==> config.mk <==
export PLATFORM = sky130hd
export DESIGN_NAME = window_range_statistics
export DESIGN_NICKNAME = d
export VERILOG_FILES = /design/src/rtl/wrs_pkg.sv /design/src/rtl/wrs_front.sv /design/src/rtl/wrs_fifo.sv /design/src/rtl/wrs_div.sv /design/src/rtl/wrs_back.sv /design/src/rtl/window_range_statistics.sv
export SDC_FILE = /design/constraint.sdc
export NUM_CORES = 2
export LEC_CHECK = 0
export BUFFER_PORTS_ARGS = -buffer_cell sky130_fd_sc_hd__buf_2
export CAP_MARGIN = 20
export CORE_UTILIZATION = 59
export DETAILED_ROUTE_END_ITERATION = 16
export PLACE_DENSITY = 0.88
export SYNTH_ARGS = -nofsm -noshare
export SYNTH_HDL_FRONTEND = slang
export SYNTH_HIERARCHICAL = 1
export SYNTH_SLANG_ARGS = --single-unit
==> constraint.sdc <==
create_clock -name clk_i -period 9.85 [get_ports clk_i]
set_input_delay 0.4925 -clock clk_i [delete_from_list [all_inputs] [get_ports clk_i]]
set_output_delay 0.4925 -clock clk_i [all_outputs]
set_load 0.1 [all_outputs]
==> src/rtl/wrs_pkg.sv <==
`timescale 1ns / 1ps
// ----------------------------------------------------------------------------
// wrs_pkg: shared types and constants for the window range statistics block
// Item and result words, back-end states and fixed field widths.
// ----------------------------------------------------------------------------
package wrs_pkg;

  // Default depth of one window.
  localparam int unsigned MAX_SAMPLES_DEF = 1024;

  // Fixed field widths.
  localparam int DIST_W  = 24;
  localparam int SQ_W    = 2 * DIST_W - 1;
  localparam int WIN_W   = 16;
  localparam int TOTAL_W = 11;
  localparam int OUT_W   = 24;

  // Rate scale: samples per second times 16 from milliseconds.
  localparam int RATE_SCALE = 16000;
  localparam int RATE_K_W   = 14;

  localparam logic [OUT_W-1:0]         SAT24    = '1;
  localparam logic signed [DIST_W-1:0] MIN_INIT = 24'sh7FFFFF;
  localparam logic signed [DIST_W-1:0] MAX_INIT = 24'sh800000;

  typedef enum logic [0:0] {
    MODE_SAMPLE = 1'b0,
    MODE_CLOSE  = 1'b1
  } mode_e;

  // Classified input word, with the square of the sample magnitude.
  typedef struct packed {
    mode_e                    mode;
    logic signed [DIST_W-1:0] distance;
    logic [SQ_W-1:0]          sq;
    logic [WIN_W-1:0]         window_ms;
  } item_t;

  typedef struct packed {
    logic [TOTAL_W-1:0]      sample_total;
    logic signed [OUT_W-1:0] mean_value;
    logic [OUT_W-1:0]        deviation;
    logic [OUT_W-1:0]        spread;
    logic [OUT_W-1:0]        rate_x16;
    logic                    dropped;
  } result_t;

  typedef enum logic [2:0] {
    B_IDLE,
    B_MUL1,
    B_MUL2,
    B_DIVV,
    B_SQRT,
    B_DIVM,
    B_DIVR,
    B_DONE
  } back_state_e;

endpackage

==> src/rtl/wrs_front.sv <==
`timescale 1ns / 1ps
// ----------------------------------------------------------------------------
// wrs_front: input stage
// Takes input words, decodes the mode and squares the sample magnitude.
// ----------------------------------------------------------------------------
module wrs_front (
  input  logic                          clk_i,
  input  logic                          rst_ni,
  input  logic                          push_i,
  output logic                          full_o,
  input  logic                          mode_i,
  input  logic signed [wrs_pkg::DIST_W-1:0] distance_i,
  input  logic [wrs_pkg::WIN_W-1:0]     window_ms_i,
  output logic                          item_valid_o,
  output wrs_pkg::item_t                item_o,
  input  logic                          q_full_i
);
  import wrs_pkg::*;

  logic                stage_v_q;
  item_t               stage_q;
  logic [DIST_W-1:0]   mag;
  logic                take;
  logic                move;

  // The stage drains into the queue whenever the queue has room.
  assign move         = stage_v_q && !q_full_i;
  assign full_o       = stage_v_q && q_full_i;
  assign take         = push_i && !full_o;
  assign item_valid_o = stage_v_q;
  assign item_o       = stage_q;

  // Magnitude of the sample; the most negative value still fits unsigned.
  assign mag = distance_i[DIST_W-1] ? DIST_W'(-distance_i) : DIST_W'(distance_i);

  always_ff @(posedge clk_i or negedge rst_ni) begin
    if (!rst_ni) begin
      stage_v_q <= 1'b0;
    end else if (take) begin
      stage_v_q <= 1'b1;
    end else if (move) begin
      stage_v_q <= 1'b0;
    end
  end

  // Payload of the stage register.
  always_ff @(posedge clk_i) begin
    if (take) begin
      stage_q.mode      <= mode_e'(mode_i);
      stage_q.distance  <= distance_i;
      stage_q.sq        <= SQ_W'(mag * mag);
      stage_q.window_ms <= window_ms_i;
    end
  end

endmodule

==> src/rtl/wrs_fifo.sv <==
`timescale 1ns / 1ps
// ----------------------------------------------------------------------------
// wrs_fifo: two-entry item queue
// Decouples the input stage from the statistics engine.
// ----------------------------------------------------------------------------
module wrs_fifo (
  input  logic           clk_i,
  input  logic           rst_ni,
  input  logic           wr_i,
  input  wrs_pkg::item_t wdata_i,
  output logic           full_o,
  input  logic           rd_i,
  output logic           valid_o,
  output wrs_pkg::item_t rdata_o
);
  import wrs_pkg::*;

  item_t       mem_q [2];
  logic        wptr_q;
  logic        rptr_q;
  logic [1:0]  cnt_q;
  logic        do_wr;
  logic        do_rd;

  assign full_o  = (cnt_q == 2'd2);
  assign valid_o = (cnt_q != 2'd0);
  assign rdata_o = mem_q[rptr_q];
  assign do_wr   = wr_i && !full_o;
  assign do_rd   = rd_i && valid_o;

  // Pointers and fill level.
  always_ff @(posedge clk_i or negedge rst_ni) begin
    if (!rst_ni) begin
      wptr_q <= 1'b0;
      rptr_q <= 1'b0;
      cnt_q  <= 2'd0;
    end else begin
      if (do_wr) begin
        wptr_q <= !wptr_q;
      end
      if (do_rd) begin
        rptr_q <= !rptr_q;
      end
      cnt_q <= cnt_q + {1'b0, do_wr} - {1'b0, do_rd};
    end
  end

  // Storage.
  always_ff @(posedge clk_i) begin
    if (do_wr) begin
      mem_q[wptr_q] <= wdata_i;
    end
  end

endmodule

==> src/rtl/wrs_div.sv <==
`timescale 1ns / 1ps
// ----------------------------------------------------------------------------
// wrs_div: restoring divider
// One quotient bit per cycle; a zero divisor gives an all-ones quotient.
// ----------------------------------------------------------------------------
module wrs_div #(
  parameter int W  = 69,
  parameter int DW = 22
) (
  input  logic          clk_i,
  input  logic          rst_ni,
  input  logic          start_i,
  input  logic [W-1:0]  dividend_i,
  input  logic [DW-1:0] divisor_i,
  output logic          done_o,
  output logic [W-1:0]  quotient_o
);
  localparam int CNTW = $clog2(W + 1);

  logic [W-1:0]    dvd_q;
  logic [DW-1:0]   dsr_q;
  logic [DW:0]     rem_q;
  logic [CNTW-1:0] cnt_q;
  logic            busy_q;
  logic            done_q;
  logic [DW:0]     rem_sh;
  logic            ge;

  // Shift in the next dividend bit and try the subtraction.
  assign rem_sh     = {rem_q[DW-1:0], dvd_q[W-1]};
  assign ge         = rem_sh >= {1'b0, dsr_q};
  assign done_o     = done_q;
  assign quotient_o = dvd_q;

  always_ff @(posedge clk_i or negedge rst_ni) begin
    if (!rst_ni) begin
      busy_q <= 1'b0;
      done_q <= 1'b0;
      cnt_q  <= '0;
    end else if (start_i) begin
      busy_q <= 1'b1;
      done_q <= 1'b0;
      cnt_q  <= CNTW'(W);
    end else if (busy_q) begin
      cnt_q <= cnt_q - 1'b1;
      if (cnt_q == CNTW'(1)) begin
        busy_q <= 1'b0;
        done_q <= 1'b1;
      end
    end else begin
      done_q <= 1'b0;
    end
  end

  // Quotient bits replace dividend bits in the same register.
  always_ff @(posedge clk_i) begin
    if (start_i) begin
      dvd_q <= dividend_i;
      dsr_q <= divisor_i;
      rem_q <= '0;
    end else if (busy_q) begin
      rem_q <= ge ? (rem_sh - {1'b0, dsr_q}) : rem_sh;
      dvd_q <= {dvd_q[W-2:0], ge};
    end
  end

endmodule

==> src/rtl/wrs_back.sv <==
`timescale 1ns / 1ps
// ----------------------------------------------------------------------------
// wrs_back: statistics engine
// Accumulates samples and, on a window close, runs the serial multiply,
// divide and square root sequence that forms one result word.
// ----------------------------------------------------------------------------
module wrs_back #(
  parameter int unsigned MAX_SAMPLES = wrs_pkg::MAX_SAMPLES_DEF
) (
  input  logic              clk_i,
  input  logic              rst_ni,
  input  logic              item_valid_i,
  input  wrs_pkg::item_t    item_i,
  output logic              item_pop_o,
  input  logic              res_pop_i,
  output logic              res_valid_o,
  output wrs_pkg::result_t  res_o
);
  import wrs_pkg::*;

  localparam int CW   = $clog2(MAX_SAMPLES + 1);
  localparam int SW   = DIST_W + CW;
  localparam int QW   = SQ_W + CW;
  localparam int NW   = QW + CW;
  localparam int SQW  = NW + (NW % 2);
  localparam int HW   = SQW / 2;
  localparam int RW   = HW + 2;
  localparam int DVW  = (2 * CW > WIN_W) ? 2 * CW : WIN_W;
  localparam int STW  = $clog2(NW + 2);
  localparam int RNW  = CW + RATE_K_W;
  localparam logic [CW-1:0] MaxCnt = CW'(MAX_SAMPLES);

  back_state_e state_q, state_d;

  // Accumulators.
  logic [CW-1:0]            cnt_q;
  logic signed [SW-1:0]     sum_q;
  logic [QW-1:0]            sq_q;
  logic signed [DIST_W-1:0] min_q;
  logic signed [DIST_W-1:0] max_q;
  logic                     ovf_q;

  // Close sequence datapath.
  logic [STW-1:0]   step_q;
  logic [NW-1:0]    mcand_q;
  logic [SW-1:0]    mplier_q;
  logic [NW-1:0]    prod_q;
  logic [NW-1:0]    num_q;
  logic [2*CW-1:0]  nn1_q;
  logic [WIN_W-1:0] win_q;
  logic [SQW-1:0]   var_q;
  logic [HW-1:0]    root_q;
  logic [RW-1:0]    rem_q;
  logic [OUT_W-1:0] mean_q;
  logic [OUT_W-1:0] rate_q;
  logic             div_run_q;

  logic             res_v_q;
  result_t          res_q;

  logic             is_div;
  logic             div_start;
  logic             div_done;
  logic [NW-1:0]    div_dvd;
  logic [DVW-1:0]   div_dsr;
  logic [NW-1:0]    div_quo;
  logic [SW-1:0]    smag;
  logic [NW-1:0]    prod_nx;
  logic             last_step;
  logic [RW-1:0]    rem_sh;
  logic [RW-1:0]    trial;
  logic             take_sample;
  logic             take_close;
  logic [RNW-1:0]   rate_num;
  logic [OUT_W-1:0] quo_lo;
  logic [OUT_W-1:0] dev_val;

  assign smag        = sum_q[SW-1] ? SW'(-sum_q) : SW'(sum_q);
  assign prod_nx     = mplier_q[0] ? (prod_q + mcand_q) : prod_q;
  assign last_step   = (step_q == STW'(1));
  assign rem_sh      = {rem_q[RW-3:0], var_q[SQW-1:SQW-2]};
  assign trial       = {root_q, 2'b01};
  assign rate_num    = RNW'(cnt_q) * RNW'(RATE_SCALE);
  assign quo_lo      = div_quo[OUT_W-1:0];
  assign res_valid_o = res_v_q;
  assign res_o       = res_q;

  // Square root result, forced to zero below two samples and saturated.
  always_comb begin
    if (cnt_q < CW'(2)) begin
      dev_val = '0;
    end else if (root_q > HW'(SAT24)) begin
      dev_val = SAT24;
    end else begin
      dev_val = OUT_W'(root_q);
    end
  end

  // Divider operands by step of the sequence.
  always_comb begin
    div_dvd = num_q;
    div_dsr = DVW'(nn1_q);
    case (state_q)
      B_DIVM: begin
        div_dvd = NW'(smag);
        div_dsr = DVW'(cnt_q);
      end
      B_DIVR: begin
        div_dvd = NW'(rate_num);
        div_dsr = DVW'(win_q);
      end
      default: begin
        div_dvd = num_q;
        div_dsr = DVW'(nn1_q);
      end
    endcase
  end

  assign is_div    = (state_q == B_DIVV) || (state_q == B_DIVM) || (state_q == B_DIVR);
  assign div_start = is_div && !div_run_q;

  wrs_div #(
    .W  (NW),
    .DW (DVW)
  ) u_div (
    .clk_i      (clk_i),
    .rst_ni     (rst_ni),
    .start_i    (div_start),
    .dividend_i (div_dvd),
    .divisor_i  (div_dsr),
    .done_o     (div_done),
    .quotient_o (div_quo)
  );

  // Next state and queue pop.
  always_comb begin
    state_d     = state_q;
    take_sample = 1'b0;
    take_close  = 1'b0;
    case (state_q)
      B_IDLE: begin
        if (item_valid_i) begin
          if (item_i.mode == MODE_CLOSE) begin
            take_close = 1'b1;
            state_d    = B_MUL1;
          end else begin
            take_sample = 1'b1;
          end
        end
      end
      B_MUL1: begin
        if (last_step) begin
          state_d = B_MUL2;
        end
      end
      B_MUL2: begin
        if (last_step) begin
          state_d = B_DIVV;
        end
      end
      B_DIVV: begin
        if (div_done) begin
          state_d = B_SQRT;
        end
      end
      B_SQRT: begin
        if (last_step) begin
          state_d = B_DIVM;
        end
      end
      B_DIVM: begin
        if (div_done) begin
          state_d = B_DIVR;
        end
      end
      B_DIVR: begin
        if (div_done) begin
          state_d = B_DONE;
        end
      end
      B_DONE: begin
        if (!res_v_q) begin
          state_d = B_IDLE;
        end
      end
      default: begin
        state_d = B_IDLE;
      end
    endcase
  end

  assign item_pop_o = take_sample || take_close;

  // State, accumulators and result valid.
  always_ff @(posedge clk_i or negedge rst_ni) begin
    if (!rst_ni) begin
      state_q   <= B_IDLE;
      cnt_q     <= '0;
      sum_q     <= '0;
      sq_q      <= '0;
      min_q     <= MIN_INIT;
      max_q     <= MAX_INIT;
      ovf_q     <= 1'b0;
      res_v_q   <= 1'b0;
      div_run_q <= 1'b0;
    end else begin
      state_q <= state_d;
      if (div_start) begin
        div_run_q <= 1'b1;
      end else if (div_done) begin
        div_run_q <= 1'b0;
      end
      if (take_sample) begin
        if (cnt_q >= MaxCnt) begin
          ovf_q <= 1'b1;
        end else begin
          cnt_q <= cnt_q + 1'b1;
          sum_q <= sum_q + SW'(item_i.distance);
          sq_q  <= sq_q + QW'(item_i.sq);
          if (item_i.distance < min_q) begin
            min_q <= item_i.distance;
          end
          if (item_i.distance > max_q) begin
            max_q <= item_i.distance;
          end
        end
      end
      if (state_q == B_DONE && !res_v_q) begin
        res_v_q <= 1'b1;
        cnt_q   <= '0;
        sum_q   <= '0;
        sq_q    <= '0;
        min_q   <= MIN_INIT;
        max_q   <= MAX_INIT;
        ovf_q   <= 1'b0;
      end else if (res_pop_i && res_v_q) begin
        res_v_q <= 1'b0;
      end
    end
  end

  // Close sequence datapath: shift-add products, root digits, captures.
  always_ff @(posedge clk_i) begin
    case (state_q)
      B_IDLE: begin
        if (take_close) begin
          win_q    <= item_i.window_ms;
          nn1_q    <= (2*CW)'(cnt_q) * (2*CW)'(cnt_q - 1'b1);
          mcand_q  <= NW'(sq_q);
          mplier_q <= SW'(cnt_q);
          prod_q   <= '0;
          step_q   <= STW'(SW);
        end
      end
      B_MUL1: begin
        if (last_step) begin
          num_q    <= prod_nx;
          mcand_q  <= NW'(smag);
          mplier_q <= smag;
          prod_q   <= '0;
          step_q   <= STW'(SW);
        end else begin
          step_q   <= step_q - 1'b1;
          mcand_q  <= {mcand_q[NW-2:0], 1'b0};
          mplier_q <= mplier_q >> 1;
          prod_q   <= prod_nx;
        end
      end
      B_MUL2: begin
        step_q   <= step_q - 1'b1;
        mcand_q  <= {mcand_q[NW-2:0], 1'b0};
        mplier_q <= mplier_q >> 1;
        prod_q   <= prod_nx;
        if (last_step) begin
          num_q <= num_q - prod_nx;
        end
      end
      B_DIVV: begin
        if (div_done) begin
          var_q  <= SQW'(div_quo);
          root_q <= '0;
          rem_q  <= '0;
          step_q <= STW'(HW);
        end
      end
      B_SQRT: begin
        step_q <= step_q - 1'b1;
        var_q  <= {var_q[SQW-3:0], 2'b00};
        if (rem_sh >= trial) begin
          rem_q  <= rem_sh - trial;
          root_q <= {root_q[HW-2:0], 1'b1};
        end else begin
          rem_q  <= rem_sh;
          root_q <= {root_q[HW-2:0], 1'b0};
        end
      end
      B_DIVM: begin
        if (div_done) begin
          mean_q <= sum_q[SW-1] ? OUT_W'(-quo_lo) : quo_lo;
        end
      end
      B_DIVR: begin
        if (div_done) begin
          rate_q <= (div_quo > NW'(SAT24)) ? SAT24 : quo_lo;
        end
      end
      B_DONE: begin
        if (!res_v_q) begin
          res_q.sample_total <= TOTAL_W'(cnt_q);
          res_q.dropped      <= ovf_q;
          if (cnt_q == '0) begin
            res_q.mean_value <= '0;
            res_q.deviation  <= '0;
            res_q.spread     <= '0;
            res_q.rate_x16   <= '0;
          end else begin
            res_q.mean_value <= mean_q;
            res_q.deviation  <= dev_val;
            res_q.spread     <= OUT_W'(max_q - min_q);
            res_q.rate_x16   <= rate_q;
          end
        end
      end
      default: begin
        step_q <= step_q;
      end
    endcase
  end

endmodule

==> src/rtl/window_range_statistics.sv <==
`timescale 1ns / 1ps
// ----------------------------------------------------------------------------
// window_range_statistics: windowed count, mean, deviation and spread
// Collects distance samples per window and reports statistics on close.
// ----------------------------------------------------------------------------
//  Channel   Handshake          Payload
//  input     push / full        mode_i, distance_i, window_ms_i
//  result    empty / pop        sample_total_o, mean_value_o, deviation_o,
//                               spread_o, rate_x16_o, dropped_o
//
// A sample word is taken every cycle while full is low; it passes the input
// stage register and the two-entry queue and is folded into the sums at the
// edge that takes it out of the queue. A close word runs a serial multiplier,
// the shared restoring divider three times and a two-bit-per-step square root.
// Reset clears the control state and accumulators only. A result waits
// in its own register until popped; samples keep flowing meanwhile, and a
// following close runs its sequence and then holds until the register frees.
// ----------------------------------------------------------------------------
module window_range_statistics #(
  parameter int unsigned MAX_SAMPLES = wrs_pkg::MAX_SAMPLES_DEF
) (
  input  logic                               clk_i,
  input  logic                               rst_ni,
  input  logic                               push,
  output logic                               full,
  input  logic                               mode_i,
  input  logic signed [wrs_pkg::DIST_W-1:0]  distance_i,
  input  logic [wrs_pkg::WIN_W-1:0]          window_ms_i,
  output logic                               empty,
  input  logic                               pop,
  output logic [wrs_pkg::TOTAL_W-1:0]        sample_total_o,
  output logic signed [wrs_pkg::OUT_W-1:0]   mean_value_o,
  output logic [wrs_pkg::OUT_W-1:0]          deviation_o,
  output logic [wrs_pkg::OUT_W-1:0]          spread_o,
  output logic [wrs_pkg::OUT_W-1:0]          rate_x16_o,
  output logic                               dropped_o
);
  import wrs_pkg::*;

  logic    stage_v;
  item_t   stage_item;
  logic    q_full;
  logic    q_valid;
  item_t   q_item;
  logic    q_pop;
  logic    res_v;
  result_t res;

  // Front: input stage.
  wrs_front u_front (
    .clk_i        (clk_i),
    .rst_ni       (rst_ni),
    .push_i       (push),
    .full_o       (full),
    .mode_i       (mode_i),
    .distance_i   (distance_i),
    .window_ms_i  (window_ms_i),
    .item_valid_o (stage_v),
    .item_o       (stage_item),
    .q_full_i     (q_full)
  );

  // Queue between front and back.
  wrs_fifo u_fifo (
    .clk_i   (clk_i),
    .rst_ni  (rst_ni),
    .wr_i    (stage_v),
    .wdata_i (stage_item),
    .full_o  (q_full),
    .rd_i    (q_pop),
    .valid_o (q_valid),
    .rdata_o (q_item)
  );

  // Back: statistics engine.
  wrs_back #(
    .MAX_SAMPLES (MAX_SAMPLES)
  ) u_back (
    .clk_i        (clk_i),
    .rst_ni       (rst_ni),
    .item_valid_i (q_valid),
    .item_i       (q_item),
    .item_pop_o   (q_pop),
    .res_pop_i    (pop),
    .res_valid_o  (res_v),
    .res_o        (res)
  );

  assign empty          = !res_v;
  assign sample_total_o = res.sample_total;
  assign mean_value_o   = res.mean_value;
  assign deviation_o    = res.deviation;
  assign spread_o       = res.spread;
  assign rate_x16_o     = res.rate_x16;
  assign dropped_o      = res.dropped;

  // Full is only raised when the queue behind the stage is full too.
  a_full_needs_queue: assert property (@(posedge clk_i) disable iff (!rst_ni)
    full |-> q_full)
    else $error("full raised while the queue has room");

  // The back only pops the queue when it holds a word.
  a_pop_valid: assert property (@(posedge clk_i) disable iff (!rst_ni)
    q_pop |-> q_valid)
    else $error("queue popped while empty");

  if (MAX_SAMPLES < 2048) begin : g_chk
    // An empty window reports zeros.
    a_empty_window: assert property (@(posedge clk_i) disable iff (!rst_ni)
      (!empty && sample_total_o == '0) |->
        (mean_value_o == '0 && deviation_o == '0 && spread_o == '0 &&
         rate_x16_o == '0))
      else $error("empty window with nonzero statistics");

    // A single sample has no deviation and no spread.
    a_single_sample: assert property (@(posedge clk_i) disable iff (!rst_ni)
      (!empty && sample_total_o == TOTAL_W'(1)) |->
        (deviation_o == '0 && spread_o == '0))
      else $error("single sample with nonzero deviation or spread");
  end

endmodule

==> flow_summary.json <==
{
  "crit_path_frequent_cell": "fa_1",
  "viasPerCell": 6.12,
  "portBuffers": 154,
  "netlist_area_um2": 84100,
  "max_stage_delay_ns": 0.60,
  "grt_pass1_vias": 63600,
  "cts-root-buf": "clkbuf_16",
  "tritoncts": "built",
  "gr-total-overflow": 0,
  "syn_to_final_growth_pct": 8.57,
  "synth-seq-cells": 1129,
  "first_pass_iters": 7,
  "fin_skew_ns": 0.0661,
  "drv_cap": 0,
  "finalHoldViolations": 0,
  "critPathTopFamily": "adder cells",
  "ys_async_sr_fraction_pct": 15.2,
  "crit_arrival_ns": 9.95,
  "start_util_pct": 59.5,
  "status": "completed",
  "vias": 62500,
  "final_antenna_net_count": 0,
  "relSlewSlack_pct": 24.1,
  "crit_type": "primary input to flip-flop",
  "cts_buffers": 117,
  "fmax_mhz": 107,
  "grt_pass1_wl_um": 338000,
  "dominantRegCellSynth": "edfxtp_1",
  "post_cts.repair.setup_buffers": 0,
  "die-area_um2": 144000,
  "dp_hpwl_um": 155000,
  "core.rowCount": 138,
  "fp.coreArea_um2": 141000,
  "rsz0062_at_grt": "no",
  "min_period_over_period_pct": 95.2,
  "clockBufferDepth": 3,
  "finalNetCount": 9480,
  "setup_tns_ns": 0,
  "maxSlewViolCount": 0,
  "fp.dieH_um": 380,
  "syn_avg_cell_area_um2": 10.4,
  "synth.distinct_cells": 107,
  "synth_edf_count": 935,
  "syn-instance-count": 8112,
  "drt_iter0_drc": 6375,
  "min-delay-path-class": "primary input to flip-flop",
  "clkTransAtPathRegs_ns": 0.06,
  "clock-sinks": 1129,
  "crit_required_ns": 10.42,
  "routedWlPerCell_um": 20.7,
  "htreeDepth": 3,
  "gp_congestion": 0.950,
  "io_pins": 155,
  "synth_warnings": 6,
  "drive_gt1_share_pct": 8.72,
  "drc": 0,
  "worst_slew_pin_slew_ns": 1.14,
  "critPathMaxFanout": 11,
  "setup_viol": 0,
  "min_period_ns": 9.38,
  "seq_area_frac_synth_pct": 39.1,
  "grt.total_usage_pct": 29.2,
  "drt-total-wl_um": 212000,
  "antenna_found_initial": 1,
  "end_kind": "flip-flop",
  "worst-path-buf-inv": 8,
  "clock_latency_ns": 0.75,
  "die_w_um": 380,
  "grt_start_max_net_pins": 174,
  "start_kind": "primary input",
  "cp_slowest_cell": "fa_1"
}
[synthesized netlist by cell type (32+ instances only)]
master	number	share of area, %
inv_1	977	4.4
edfxtp_1	935	33
nand2_1	724	3.2
nor2_1	661	3.0
ha_1	657	9.8
fa_1	555	13
a21oi_1	418	2.5
o21ai_0	373	2.2
clkbuf_1	256	1.1
xnor2_1	242	2.5
nand3_1	208	1.2
a21o_1	170	1.5
xor2_1	168	1.7
mux2_2	150	2.0
dfrtp_1	148	4.4
nand2b_1	143	1.1
nor2b_1	101	0.75
nor3_1	89	0.53
and3_1	81	0.60
mux2i_1	74	0.88
o21a_1	69	0.62
o31ai_1	69	0.62
nand4_1	64	0.48
a221o_1	50	0.60
o21bai_1	50	0.45
a211oi_1	38	0.34
a21boi_0	38	0.34
or2_2	33	0.25
or3_1	32	0.24
[layer usage]
layer  vias to the layer above  global-route usage (%)  part of all wire [%]
li1                      28300                       -                     -
met2                      2903                    49.3                    49
met1                     30700                    37.7                    39
met3                       604                    3.55                   7.5
met5                         -                       0                     0
met4                         0                    13.3                   4.6
[metrics by stage]
step / setup slack (ns) / area (um2) / utilization [%] / hold WS, ns / std cells
5_1_grt: 0.105 / 91300 / 64.6 / 0.0465 / 10200
3_3_place_gp: 0.643 / 86900 / 61.4 / 0.423 / 9950
6_report: 0.469 / 91300 / 64.6 / 0.0382 / 10200
3_5_place_dp: 0.509 / 86900 / 61.5 / 0.430 / 9952
4_1_cts: 0.548 / 91300 / 64.5 / 0.00584 / 10200
2_1_floorplan: 1.27 / 84200 / - / 0.197 / 8128
[worst register-to-register path: cells and delay by family (launching register included)]
| family | cells | cell delay [ns] |
|---|---|---|
| adders and majority gates | 8 | 3.40 |
| buffers and inverters | 5 | 0.68 |
| DFF | 1 | 0.61 |
| AOI/OAI and AO/OA | 13 | 3.41 |
| and+or+nand+nor | 5 | 0.76 |
[what timing repair did]
item / 4_1_cts / 5_1_grt
hold endpoints to repair: 89 / 0
setup endpoints to repair: 0 / 1
resized for setup: 0 / 1
hold buffers: 39 / 0
[final timing paths]
kind,slack (ns),to,from,cells past startpoint
hold / removal,0.04,u_front/item_o[85],distance_i[22],1
hold reg to reg,0.44,u_fifo/mem_q[0][36],u_front/item_o[36],0
max in group asynchronous,8.10,u_back/sum_q[34],rst_ni,3
setup / recovery,0.47,u_front/item_o[62],distance_i[10],30
setup reg to reg,0.70,u_back/nn1_q[21],u_back/cnt_q[1],31
min in group asynchronous,0.30,u_back/u_div/cnt_q[0],rst_ni,2
[cells by family (layout without fill, tap and decap cells)]
kind of cell,count (synthesis),count (layout),share of synthesized area [%]
buf+inv,1292,1488,5.85
compound gates,1548,1548,12.0
flops,1129,1129,39.1
other cells,2,19,0.00893
mux,234,234,3.07
simple gates,2282,2282,12.7
xor+xnor,412,412,4.31
fa+ha+maj,1213,1213,23.0
[registers in the layout (all words and copies together), names as in the netlist, 58 cells and up]
register / count
u_fifo/mem_q: 176
u_back/res_o: 108
u_back/mcand_q: 69
u_front/item_o: 86
u_back/num_q: 69
u_back/var_q: 70
u_back/u_div/quotient_o: 69
u_back/prod_q: 69
u_back/sq_q: 58
[cells in the final DEF (no fill, tap or decap), types with 74 or more instances in the layout]
| cell type | count |
|---|---|
| and3_1 | 79 |
| nand2b_1 | 142 |
| buf_2 | 154 |
| mux2i_1 | 74 |
| xor2_1 | 168 |
| nand2_1 | 720 |
| inv_1 | 975 |
| a21o_1 | 170 |
| mux2_2 | 150 |
| dfrtp_1 | 145 |
| nor2_1 | 656 |
| fa_1 | 555 |
| edfxtp_1 | 935 |
| a21oi_1 | 417 |
| o21ai_0 | 372 |
| nor2b_1 | 99 |
| clkbuf_16 | 119 |
| buf_4 | 83 |
| xnor2_1 | 242 |
| nor3_1 | 88 |
| nand3_1 | 207 |
| ha_1 | 657 |
[area by class of cell]
class                           instances  area [um2]
Inverter                              986        3710
Tap cell                             1890        2360
Timing Repair Buffer                  282        1910
Clock buffer                          152        3210
Sequential cell                      1129       32900
Fill cell                           10400       50100
Antenna cell                            1        2.50
Multi-Input combinational cell       5707       46500
Clock inverter                         68         718
Power is left out: the tool's default activity adds up to more than one toggle a clock period on the data nets, which glitch-free logic cannot reach.
